File: config.mk
export PLATFORM = sky130hd
export DESIGN_NAME = grid_explorer_least_visited_core
export DESIGN_NICKNAME = d
export VERILOG_FILES = /design/src/rtl/gelv_pkg.sv /design/src/rtl/gelv_step.sv /design/src/rtl/grid_explorer_least_visited_core.sv
export SDC_FILE = /design/constraint.sdc
export NUM_CORES = 1
export LEC_CHECK = 0
export ABC_AREA = 0
export ABC_CLOCK_PERIOD_IN_PS = 21700
export BUFFER_PORTS_ARGS = -buffer_cell sky130_fd_sc_hd__buf_2
export CAP_MARGIN = 10
export CORE_MARGIN = 3
export CORE_UTILIZATION = 60
export CTS_CLUSTER_DIAMETER = 40
export DETAILED_ROUTE_END_ITERATION = 12
export PLACE_DENSITY = 0.85
export SYNTH_ARGS = -nofsm -noshare
export SYNTH_HDL_FRONTEND = slang
export SYNTH_SLANG_ARGS = --single-unit
File: constraint.sdc
create_clock -name clk -period 21.7 [get_ports clk]
set_input_delay 1.085 -clock clk [delete_from_list [all_inputs] [get_ports clk]]
set_output_delay 1.085 -clock clk [all_outputs]
set_load 0.05 [all_outputs]
File: src/rtl/gelv_pkg.sv
// Shared types and constants for the least-visited grid explorer.
`default_nettype none

package gelv_pkg;

  // Grid geometry is tied to the 2-bit coordinate fields and the 16-bit obstacle map
  localparam int GRID_SIZE = 4;
  localparam int CELLS     = GRID_SIZE * GRID_SIZE;

  typedef logic [1:0] coord_t;
  typedef logic [3:0] cell_t;

  // Neighbour directions, also the bit order of the new-found mask
  typedef enum logic [1:0] {
    DIR_UP    = 2'd0,
    DIR_DOWN  = 2'd1,
    DIR_LEFT  = 2'd2,
    DIR_RIGHT = 2'd3
  } dir_t;

  // Tie-break order for the move choice
  localparam dir_t MOVE_ORDER [4] = '{DIR_UP, DIR_RIGHT, DIR_DOWN, DIR_LEFT};

  // Configuration register indexes
  typedef enum logic [1:0] {
    REG_OBSTACLE_MAP = 2'd0,
    REG_TARGET_FOUND = 2'd1,
    REG_START_ROW    = 2'd2,
    REG_START_COL    = 2'd3
  } reg_idx_t;

  localparam logic [15:0] OBSTACLE_MAP_RST = 16'h4012;
  localparam logic [3:0]  TARGET_FOUND_RST = 4'd3;
  localparam coord_t      START_ROW_RST    = 2'd3;
  localparam coord_t      START_COL_RST    = 2'd0;

  // One result item
  typedef struct packed {
    coord_t     from_row;
    coord_t     from_col;
    coord_t     to_row;
    coord_t     to_col;
    logic [3:0] new_found_mask;
    logic [3:0] found_total;
    logic       done_res;
    logic       stuck;
  } res_t;

  // State update requested by the step logic for a normal (not done) step
  typedef struct packed {
    logic             advance;
    coord_t           next_row;
    coord_t           next_col;
    logic [CELLS-1:0] found_add;
  } upd_t;

endpackage

`default_nettype wire

File: src/rtl/gelv_step.sv
// Combinational step logic: obstacle recording and least-visited move choice.
`default_nettype none

module gelv_step #(
  parameter int MAX_FOUND   = 8,
  parameter int COUNT_WIDTH = 8
) (
  input  wire logic                                        restart,
  input  wire gelv_pkg::coord_t                            cur_row,
  input  wire gelv_pkg::coord_t                            cur_col,
  input  wire gelv_pkg::coord_t                            start_row,
  input  wire gelv_pkg::coord_t                            start_col,
  input  wire logic [15:0]                                 obstacle_map,
  input  wire logic [3:0]                                  target_found,
  input  wire logic [gelv_pkg::CELLS-1:0]                  found_set,
  input  wire logic [$clog2(MAX_FOUND+1)-1:0]              found_cnt,
  input  wire logic [gelv_pkg::CELLS-1:0][COUNT_WIDTH-1:0] counts,
  output gelv_pkg::res_t                                   res,
  output gelv_pkg::upd_t                                   upd,
  output logic [$clog2(MAX_FOUND+1)-1:0]                   found_cnt_nxt
);

  localparam int FCW = $clog2(MAX_FOUND + 1);
  localparam logic [FCW+2:0] MAX_W = (FCW + 3)'(MAX_FOUND);

  gelv_pkg::coord_t nb_row [4];
  gelv_pkg::coord_t nb_col [4];
  gelv_pkg::cell_t  nb_cell [4];
  logic [3:0]       nb_in;
  logic [3:0]       obst;
  logic [3:0]       cand;
  logic [3:0]       rec;
  logic [3:0]       free;
  logic [COUNT_WIDTH-1:0] nb_cnt [4];
  logic             done;
  logic             step_on;
  logic [FCW+2:0]   slot;
  logic             best_found;
  logic [COUNT_WIDTH-1:0] best_cnt;
  gelv_pkg::dir_t   best_dir;

  // Neighbour coordinates; off-grid ones are masked by nb_in
  assign nb_row[gelv_pkg::DIR_UP]    = cur_row - 2'd1;
  assign nb_col[gelv_pkg::DIR_UP]    = cur_col;
  assign nb_row[gelv_pkg::DIR_DOWN]  = cur_row + 2'd1;
  assign nb_col[gelv_pkg::DIR_DOWN]  = cur_col;
  assign nb_row[gelv_pkg::DIR_LEFT]  = cur_row;
  assign nb_col[gelv_pkg::DIR_LEFT]  = cur_col - 2'd1;
  assign nb_row[gelv_pkg::DIR_RIGHT] = cur_row;
  assign nb_col[gelv_pkg::DIR_RIGHT] = cur_col + 2'd1;

  assign nb_in[gelv_pkg::DIR_UP]    = (cur_row != 2'd0);
  assign nb_in[gelv_pkg::DIR_DOWN]  = (cur_row != 2'(gelv_pkg::GRID_SIZE - 1));
  assign nb_in[gelv_pkg::DIR_LEFT]  = (cur_col != 2'd0);
  assign nb_in[gelv_pkg::DIR_RIGHT] = (cur_col != 2'(gelv_pkg::GRID_SIZE - 1));

  // Per-neighbour lookups
  always_comb begin
    for (int d = 0; d < 4; d++) begin
      nb_cell[d] = {nb_row[d], nb_col[d]};
      obst[d]    = obstacle_map[nb_cell[d]];
      nb_cnt[d]  = counts[nb_cell[d]];
      cand[d]    = nb_in[d] && obst[d] && !found_set[nb_cell[d]];
      free[d]    = nb_in[d] && !obst[d];
    end
  end

  assign done    = ((FCW + 4)'(found_cnt) == (FCW + 4)'(target_found));
  assign step_on = !restart && !done;

  // Record new obstacles in direction order until the list is full
  always_comb begin
    slot = (FCW + 3)'(found_cnt);
    rec  = '0;
    for (int d = 0; d < 4; d++) begin
      if (cand[d] && (slot < MAX_W)) begin
        rec[d] = 1'b1;
        slot   = slot + (FCW + 3)'(1);
      end
    end
    found_cnt_nxt = FCW'(slot);
  end

  // Fewest visits wins; strict compare keeps the earlier direction on a tie
  always_comb begin
    best_found = 1'b0;
    best_cnt   = '0;
    best_dir   = gelv_pkg::DIR_UP;
    for (int i = 0; i < 4; i++) begin
      if (free[gelv_pkg::MOVE_ORDER[i]] &&
          (!best_found || (nb_cnt[gelv_pkg::MOVE_ORDER[i]] < best_cnt))) begin
        best_found = 1'b1;
        best_cnt   = nb_cnt[gelv_pkg::MOVE_ORDER[i]];
        best_dir   = gelv_pkg::MOVE_ORDER[i];
      end
    end
  end

  // State update for a normal step
  always_comb begin
    upd.advance   = step_on;
    upd.next_row  = best_found ? nb_row[best_dir] : cur_row;
    upd.next_col  = best_found ? nb_col[best_dir] : cur_col;
    upd.found_add = '0;
    for (int d = 0; d < 4; d++) begin
      if (rec[d]) begin
        upd.found_add[nb_cell[d]] = 1'b1;
      end
    end
  end

  // Result item
  always_comb begin
    res.from_row       = cur_row;
    res.from_col       = cur_col;
    res.to_row         = cur_row;
    res.to_col         = cur_col;
    res.new_found_mask = '0;
    res.found_total    = 4'(found_cnt);
    res.done_res       = 1'b0;
    res.stuck          = 1'b0;
    if (restart) begin
      res.to_row      = start_row;
      res.to_col      = start_col;
      res.found_total = '0;
    end else if (done) begin
      res.done_res = 1'b1;
    end else begin
      res.to_row         = upd.next_row;
      res.to_col         = upd.next_col;
      res.new_found_mask = rec;
      res.found_total    = 4'(found_cnt_nxt);
      res.stuck          = !best_found;
    end
  end

endmodule

`default_nettype wire

File: src/rtl/grid_explorer_least_visited_core.sv
// Top level of the least-visited grid explorer: state, config and output skid.
//
// A robot walks a 4x4 grid whose obstacles come from obstacle_map. Each item
// with restart=0 takes one step (or reports done once the found count equals
// target_found); restart=1 clears visit counts and the found list and loads
// the start cell. One result item per input item. Each item is worked out
// combinationally from the state registers and lands in the output register
// or skid entry, so an item can be accepted every cycle while in_stall is low.
// A two-entry output (register plus skid) keeps input accepted while one
// result waits; in_stall rises only when both entries are full. Configuration
// writes take effect at once and should only be made while no item is in flight.
`default_nettype none

module grid_explorer_least_visited_core #(
  parameter int MAX_FOUND   = 8,
  parameter int COUNT_WIDTH = 8
) (
  input  wire logic        clk,
  input  wire logic        rst_n,
  // configuration write port
  input  wire logic        cfg_we,
  input  wire logic [1:0]  cfg_index,
  input  wire logic [15:0] cfg_data,
  // input channel
  input  wire logic        in_valid,
  output logic             in_stall,
  input  wire logic        in_restart,
  // result channel
  output logic             out_valid,
  input  wire logic        out_stall,
  output logic [1:0]       out_from_row,
  output logic [1:0]       out_from_col,
  output logic [1:0]       out_to_row,
  output logic [1:0]       out_to_col,
  output logic [3:0]       out_new_found_mask,
  output logic [3:0]       out_found_total,
  output logic             out_done_res,
  output logic             out_stuck
);

  localparam int FCW = $clog2(MAX_FOUND + 1);
  localparam int CELLS = gelv_pkg::CELLS;

  // configuration registers
  logic [15:0]      obstacle_map_r;
  logic [3:0]       target_found_r;
  gelv_pkg::coord_t start_row_r;
  gelv_pkg::coord_t start_col_r;

  // walk state
  gelv_pkg::coord_t                    cur_row_r, cur_row_nxt;
  gelv_pkg::coord_t                    cur_col_r, cur_col_nxt;
  logic [CELLS-1:0][COUNT_WIDTH-1:0]   counts_r, counts_nxt;
  logic [CELLS-1:0]                    found_set_r, found_set_nxt;
  logic [FCW-1:0]                      found_cnt_r, found_cnt_nxt;

  // output stage
  gelv_pkg::res_t out_r, out_nxt;
  gelv_pkg::res_t skid_r, skid_nxt;
  logic           out_valid_r, out_valid_nxt;
  logic           skid_valid_r, skid_valid_nxt;

  gelv_pkg::res_t   step_res;
  gelv_pkg::upd_t   step_upd;
  logic [FCW-1:0]   step_cnt;
  logic             in_accept;
  logic             out_free;
  gelv_pkg::cell_t  here;

  assign in_stall  = skid_valid_r;
  assign in_accept = in_valid && !skid_valid_r;
  assign out_free  = !out_valid_r || !out_stall;
  assign here      = {cur_row_r, cur_col_r};

  gelv_step #(
    .MAX_FOUND   (MAX_FOUND),
    .COUNT_WIDTH (COUNT_WIDTH)
  ) u_step (
    .restart       (in_restart),
    .cur_row       (cur_row_r),
    .cur_col       (cur_col_r),
    .start_row     (start_row_r),
    .start_col     (start_col_r),
    .obstacle_map  (obstacle_map_r),
    .target_found  (target_found_r),
    .found_set     (found_set_r),
    .found_cnt     (found_cnt_r),
    .counts        (counts_r),
    .res           (step_res),
    .upd           (step_upd),
    .found_cnt_nxt (step_cnt)
  );

  // configuration writes
  always_ff @(posedge clk) begin
    if (!rst_n) begin
      obstacle_map_r <= gelv_pkg::OBSTACLE_MAP_RST;
      target_found_r <= gelv_pkg::TARGET_FOUND_RST;
      start_row_r    <= gelv_pkg::START_ROW_RST;
      start_col_r    <= gelv_pkg::START_COL_RST;
    end else if (cfg_we) begin
      unique case (gelv_pkg::reg_idx_t'(cfg_index))
        gelv_pkg::REG_OBSTACLE_MAP: obstacle_map_r <= cfg_data;
        gelv_pkg::REG_TARGET_FOUND: target_found_r <= cfg_data[3:0];
        gelv_pkg::REG_START_ROW:    start_row_r    <= cfg_data[1:0];
        gelv_pkg::REG_START_COL:    start_col_r    <= cfg_data[1:0];
        default: ;
      endcase
    end
  end

  // walk state update on an accepted item
  always_comb begin
    cur_row_nxt   = cur_row_r;
    cur_col_nxt   = cur_col_r;
    counts_nxt    = counts_r;
    found_set_nxt = found_set_r;
    found_cnt_nxt = found_cnt_r;
    if (in_accept) begin
      if (in_restart) begin
        cur_row_nxt   = start_row_r;
        cur_col_nxt   = start_col_r;
        counts_nxt    = '0;
        found_set_nxt = '0;
        found_cnt_nxt = '0;
      end else if (step_upd.advance) begin
        cur_row_nxt   = step_upd.next_row;
        cur_col_nxt   = step_upd.next_col;
        found_set_nxt = found_set_r | step_upd.found_add;
        found_cnt_nxt = step_cnt;
        // saturating visit count of the cell being left
        if (counts_r[here] != '1) begin
          counts_nxt[here] = counts_r[here] + COUNT_WIDTH'(1);
        end
      end
    end
  end

  always_ff @(posedge clk) begin
    if (!rst_n) begin
      cur_row_r   <= gelv_pkg::START_ROW_RST;
      cur_col_r   <= gelv_pkg::START_COL_RST;
      counts_r    <= '0;
      found_set_r <= '0;
      found_cnt_r <= '0;
    end else begin
      cur_row_r   <= cur_row_nxt;
      cur_col_r   <= cur_col_nxt;
      counts_r    <= counts_nxt;
      found_set_r <= found_set_nxt;
      found_cnt_r <= found_cnt_nxt;
    end
  end

  // output register with skid entry
  always_comb begin
    out_nxt        = out_r;
    skid_nxt       = skid_r;
    out_valid_nxt  = out_valid_r;
    skid_valid_nxt = skid_valid_r;
    if (out_free) begin
      if (skid_valid_r) begin
        out_nxt        = skid_r;
        out_valid_nxt  = 1'b1;
        skid_valid_nxt = 1'b0;
      end else if (in_accept) begin
        out_nxt       = step_res;
        out_valid_nxt = 1'b1;
      end else begin
        out_valid_nxt = 1'b0;
      end
    end else if (in_accept) begin
      skid_nxt       = step_res;
      skid_valid_nxt = 1'b1;
    end
  end

  always_ff @(posedge clk) begin
    if (!rst_n) begin
      out_valid_r  <= 1'b0;
      skid_valid_r <= 1'b0;
    end else begin
      out_valid_r  <= out_valid_nxt;
      skid_valid_r <= skid_valid_nxt;
    end
  end

  always_ff @(posedge clk) begin
    out_r  <= out_nxt;
    skid_r <= skid_nxt;
  end

  assign out_valid          = out_valid_r;
  assign out_from_row       = out_r.from_row;
  assign out_from_col       = out_r.from_col;
  assign out_to_row         = out_r.to_row;
  assign out_to_col         = out_r.to_col;
  assign out_new_found_mask = out_r.new_found_mask;
  assign out_found_total    = out_r.found_total;
  assign out_done_res       = out_r.done_res;
  assign out_stuck          = out_r.stuck;

  // skid entry only fills behind a held output
  a_skid_behind_out: assert property (@(posedge clk) disable iff (!rst_n)
    skid_valid_r |-> out_valid_r)
    else $error("skid entry valid with empty output register");

  // found list never grows past its capacity
  a_found_cap: assert property (@(posedge clk) disable iff (!rst_n)
    (FCW + 1)'(found_cnt_r) <= (FCW + 1)'(MAX_FOUND))
    else $error("found count above capacity");

  // a restart empties the found list
  a_restart_clears: assert property (@(posedge clk) disable iff (!rst_n)
    (in_accept && in_restart) |=> (found_cnt_r == '0) && (found_set_r == '0))
    else $error("found list not cleared by restart");

  // a result is never both done and stuck
  a_done_not_stuck: assert property (@(posedge clk) disable iff (!rst_n)
    out_valid_r |-> !(out_r.done_res && out_r.stuck))
    else $error("result flagged done and stuck");

endmodule

`default_nettype wire
==> results.toml <==
[sta]
slew_violations = 0
worst_pin_slew_ps = 1240
finalClockSkew_ps = 20.5
rsz0062_at_grt = "no"
fin_crit_ps = 10090
maxSlewHeadroom_pct = 17.2
hold_viol_final = 0
finalSetupViolations = 0
whs_ps = 484
min_period_over_period_pct = 46.5
setup_ws_ps = 11610
finalSetupTns_ps = 0
max_freq_mhz = 99.1

[clocking]
clkTransAtPathRegs_ps = 60
cts_buffers = 31
clock_latency_ps = 560
tritoncts = "built"
postCtsSetupRepairBufs = 0
htreeDepth = 1
hold_buffers = 0
cts.sinks = 214
cts-root-buf = "clkbuf_16"
clockBufferDepth = 3
ctsResizeCount = 0

[detailed_routing]
drt_wl_total_um = 42100
ant_nets = 0
drt_iter0_drc = 1701
dr.pass1.iters = 6
drc = 0
via_per_inst = 7.31
wl_per_cell_um = 25.0
num_vias = 12300

[final_layout]
nNetsFinal = 1413
antenna_cells = 0
fin_area_um2 = 15300
syn_to_final_growth_pct = 8.37
fin_util_pct = 66.8
drive_above_1_share_pct = 21.2

[place]
hpwl_um = 27200
place_ws_ps = 11700
gp_congestion = 0.948
post_dp_cell_area_um2 = 14200
portBuffers = 43

[power]
sw_frac_of_total_pct = 44.0
vdd_drop_max_uv = 77.7
p_per_area_nw_per_um2 = 129
combinationalPowerShare_pct = 51.1
p_sw_mw = 0.866
p_int_mw = 1.10
p_seq_share_pct = 23.4
leakagePower_nw = 5.37
clkPwrFrac_pct = 25.5

[logic_synthesis]
synth_area_leaders = "dfxtp_1, mux4_2, edfxtp_1, a22oi_1, nor2_1"
yosys_warnings = 0
postSynthCellCount = 1392
yosys-top-cells-count = "nor2_1, dfxtp_1, mux4_2, a22oi_1, nand2_1"
ys_seq_area_share_pct = 33.0
synth_nets = 1457
synthFlopType = "dfxtp_1"
synth_top_cell_area_share_pct = 25.3
synth_area_um2 = 14100
synth_edf_count = 36
synthArstFlopShare_pct = 0
yosysMostFrequentCell = "nor2_1"
synth-seq-cells = 214
ys_types = 76
yosysTopAreaCell = "dfxtp_1"
avgSynthCellArea_um2 = 10.1

[critical_path]
cpMostUsedCell = "a21o_1"
startpoint_type = "flop"
cpPeakStageDelay_ps = 920
crit_slowest_cell = "dfxtp_4"
cp_top_family = "compound AO/OA/AOI/OAI gates"
cp.required_ps = 22070
cp_max_fo = 62
regToRegSetupSlack_ps = 11610
cp-end-kind = "flop"
worst-path-buf-inv = 2
crit_type = "flop to flop"
timing.critical_path.arrival_ps = 10460

[global_routing]
grt_antenna_before_repair = 1
grt_pass1_wl_um = 64800
grt_max_degree = 82
grt_overflow = 0
grt_use_total_pct = 31.8
grt_pass1_vias = 11600

[floorplan]
die_area_um2 = 25300
row_count = 55
io_pins = 44
die_width_um = 159
core_area_um2 = 22800
die_h_um = 159
initial_core_util_pct = 61.6

[min_path]
holdCritPathClass = "flop to flop"

[run]
maxCapViolCount = 0

[run_status]
status = "finished, final reports clean"
-- placed cells by master (no fill, tap or decap), types with 31 or more instances in the layout --
cell type and instances:
clkbuf_16 31, mux4_2 145, dfxtp_1 175, nor2_1 192
a22oi_1 132, buf_2 43, a21oi_1 74, mux2i_1 44
ha_1 40, edfxtp_1 36, nand2_1 108
-- per-stage QoR --
| step | power [mW] | cells |
|---|---|---|
| 2_1_floorplan | 1.25 | 1392 |
| 6_report | 1.97 | 1683 |
| 4_1_cts | 1.95 | 1683 |
| 5_1_grt | 2.06 | 1683 |
| 3_5_place_dp | 1.44 | 1628 |
| 3_3_place_gp | 1.42 | 1628 |
-- registers in the layout, summed over array words and instances, names as in the netlist, 4 cells and up --
signal              cells
counts_r              128
found_cnt_r             4
found_set_r            16
obstacle_map_r         16
out_found_total         4
out_new_found_mask      4
skid_r                 18
target_found_r          4
-- tightest hold or removal path, stage by stage, from the launching register on --
cell,delay (ps)
dfxtp_1,330
nand2_1,60
a21oi_1,50
-- final cells by class --
cell class	count	area, um^2
Multi-Input combinational cell	1024	8780
Fill cell	1660	7590
Sequential cell	214	4650
Clock buffer	33	793
Tap cell	313	392
Timing Repair Buffer	58	328
Clock inverter	22	235
Inverter	19	73.8
-- logic make-up (layout without fill, tap and decap cells) --
kind of cell	Yosys count	count (layout)	synth area share [%]
multiplexers	198	198	27.0
buffers and inverters	154	132	4.70
AND/OR/NAND/NOR	417	417	13.3
flip-flops	214	214	33.0
adder cells (fa/ha/maj)	41	41	3.64
XOR/XNOR	19	19	1.44
AO/OA/AOI/OAI	349	349	16.9
-- routing by layer --
layer,part of all wire (%),global-route usage [%],vias to the layer above
li1,-,-,5242
met1,35,40.1,5870
met2,45,49.3,958
met3,13,9.39,223
met4,6.3,17.7,2
met5,0.028,0,-
-- power by group through the flow --
| stage | combinational [mW] | clock, mW | sequential [mW] |
|---|---|---|---|
| 5_1_grt | 1.07 | 0.522 | 0.463 |
| 4_1_cts | 0.983 | 0.506 | 0.459 |
| 2_1_floorplan | 0.760 | 0 | 0.490 |
| 6_report | 1.01 | 0.503 | 0.460 |
| 3_3_place_gp | 0.950 | 0 | 0.466 |
| 3_5_place_dp | 0.976 | 0 | 0.468 |
-- worst paths after layout --
check | start | end | cells past startpoint
max reg2reg | cur_col_r[0] | out_to_row[0] | 30
max | cur_col_r[0] | out_to_row[0] | 30
min reg2reg | obstacle_map_r[8] | obstacle_map_r[8] | 2
min | obstacle_map_r[8] | obstacle_map_r[8] | 2
Note: power is estimated with default switching activity, not from simulation.
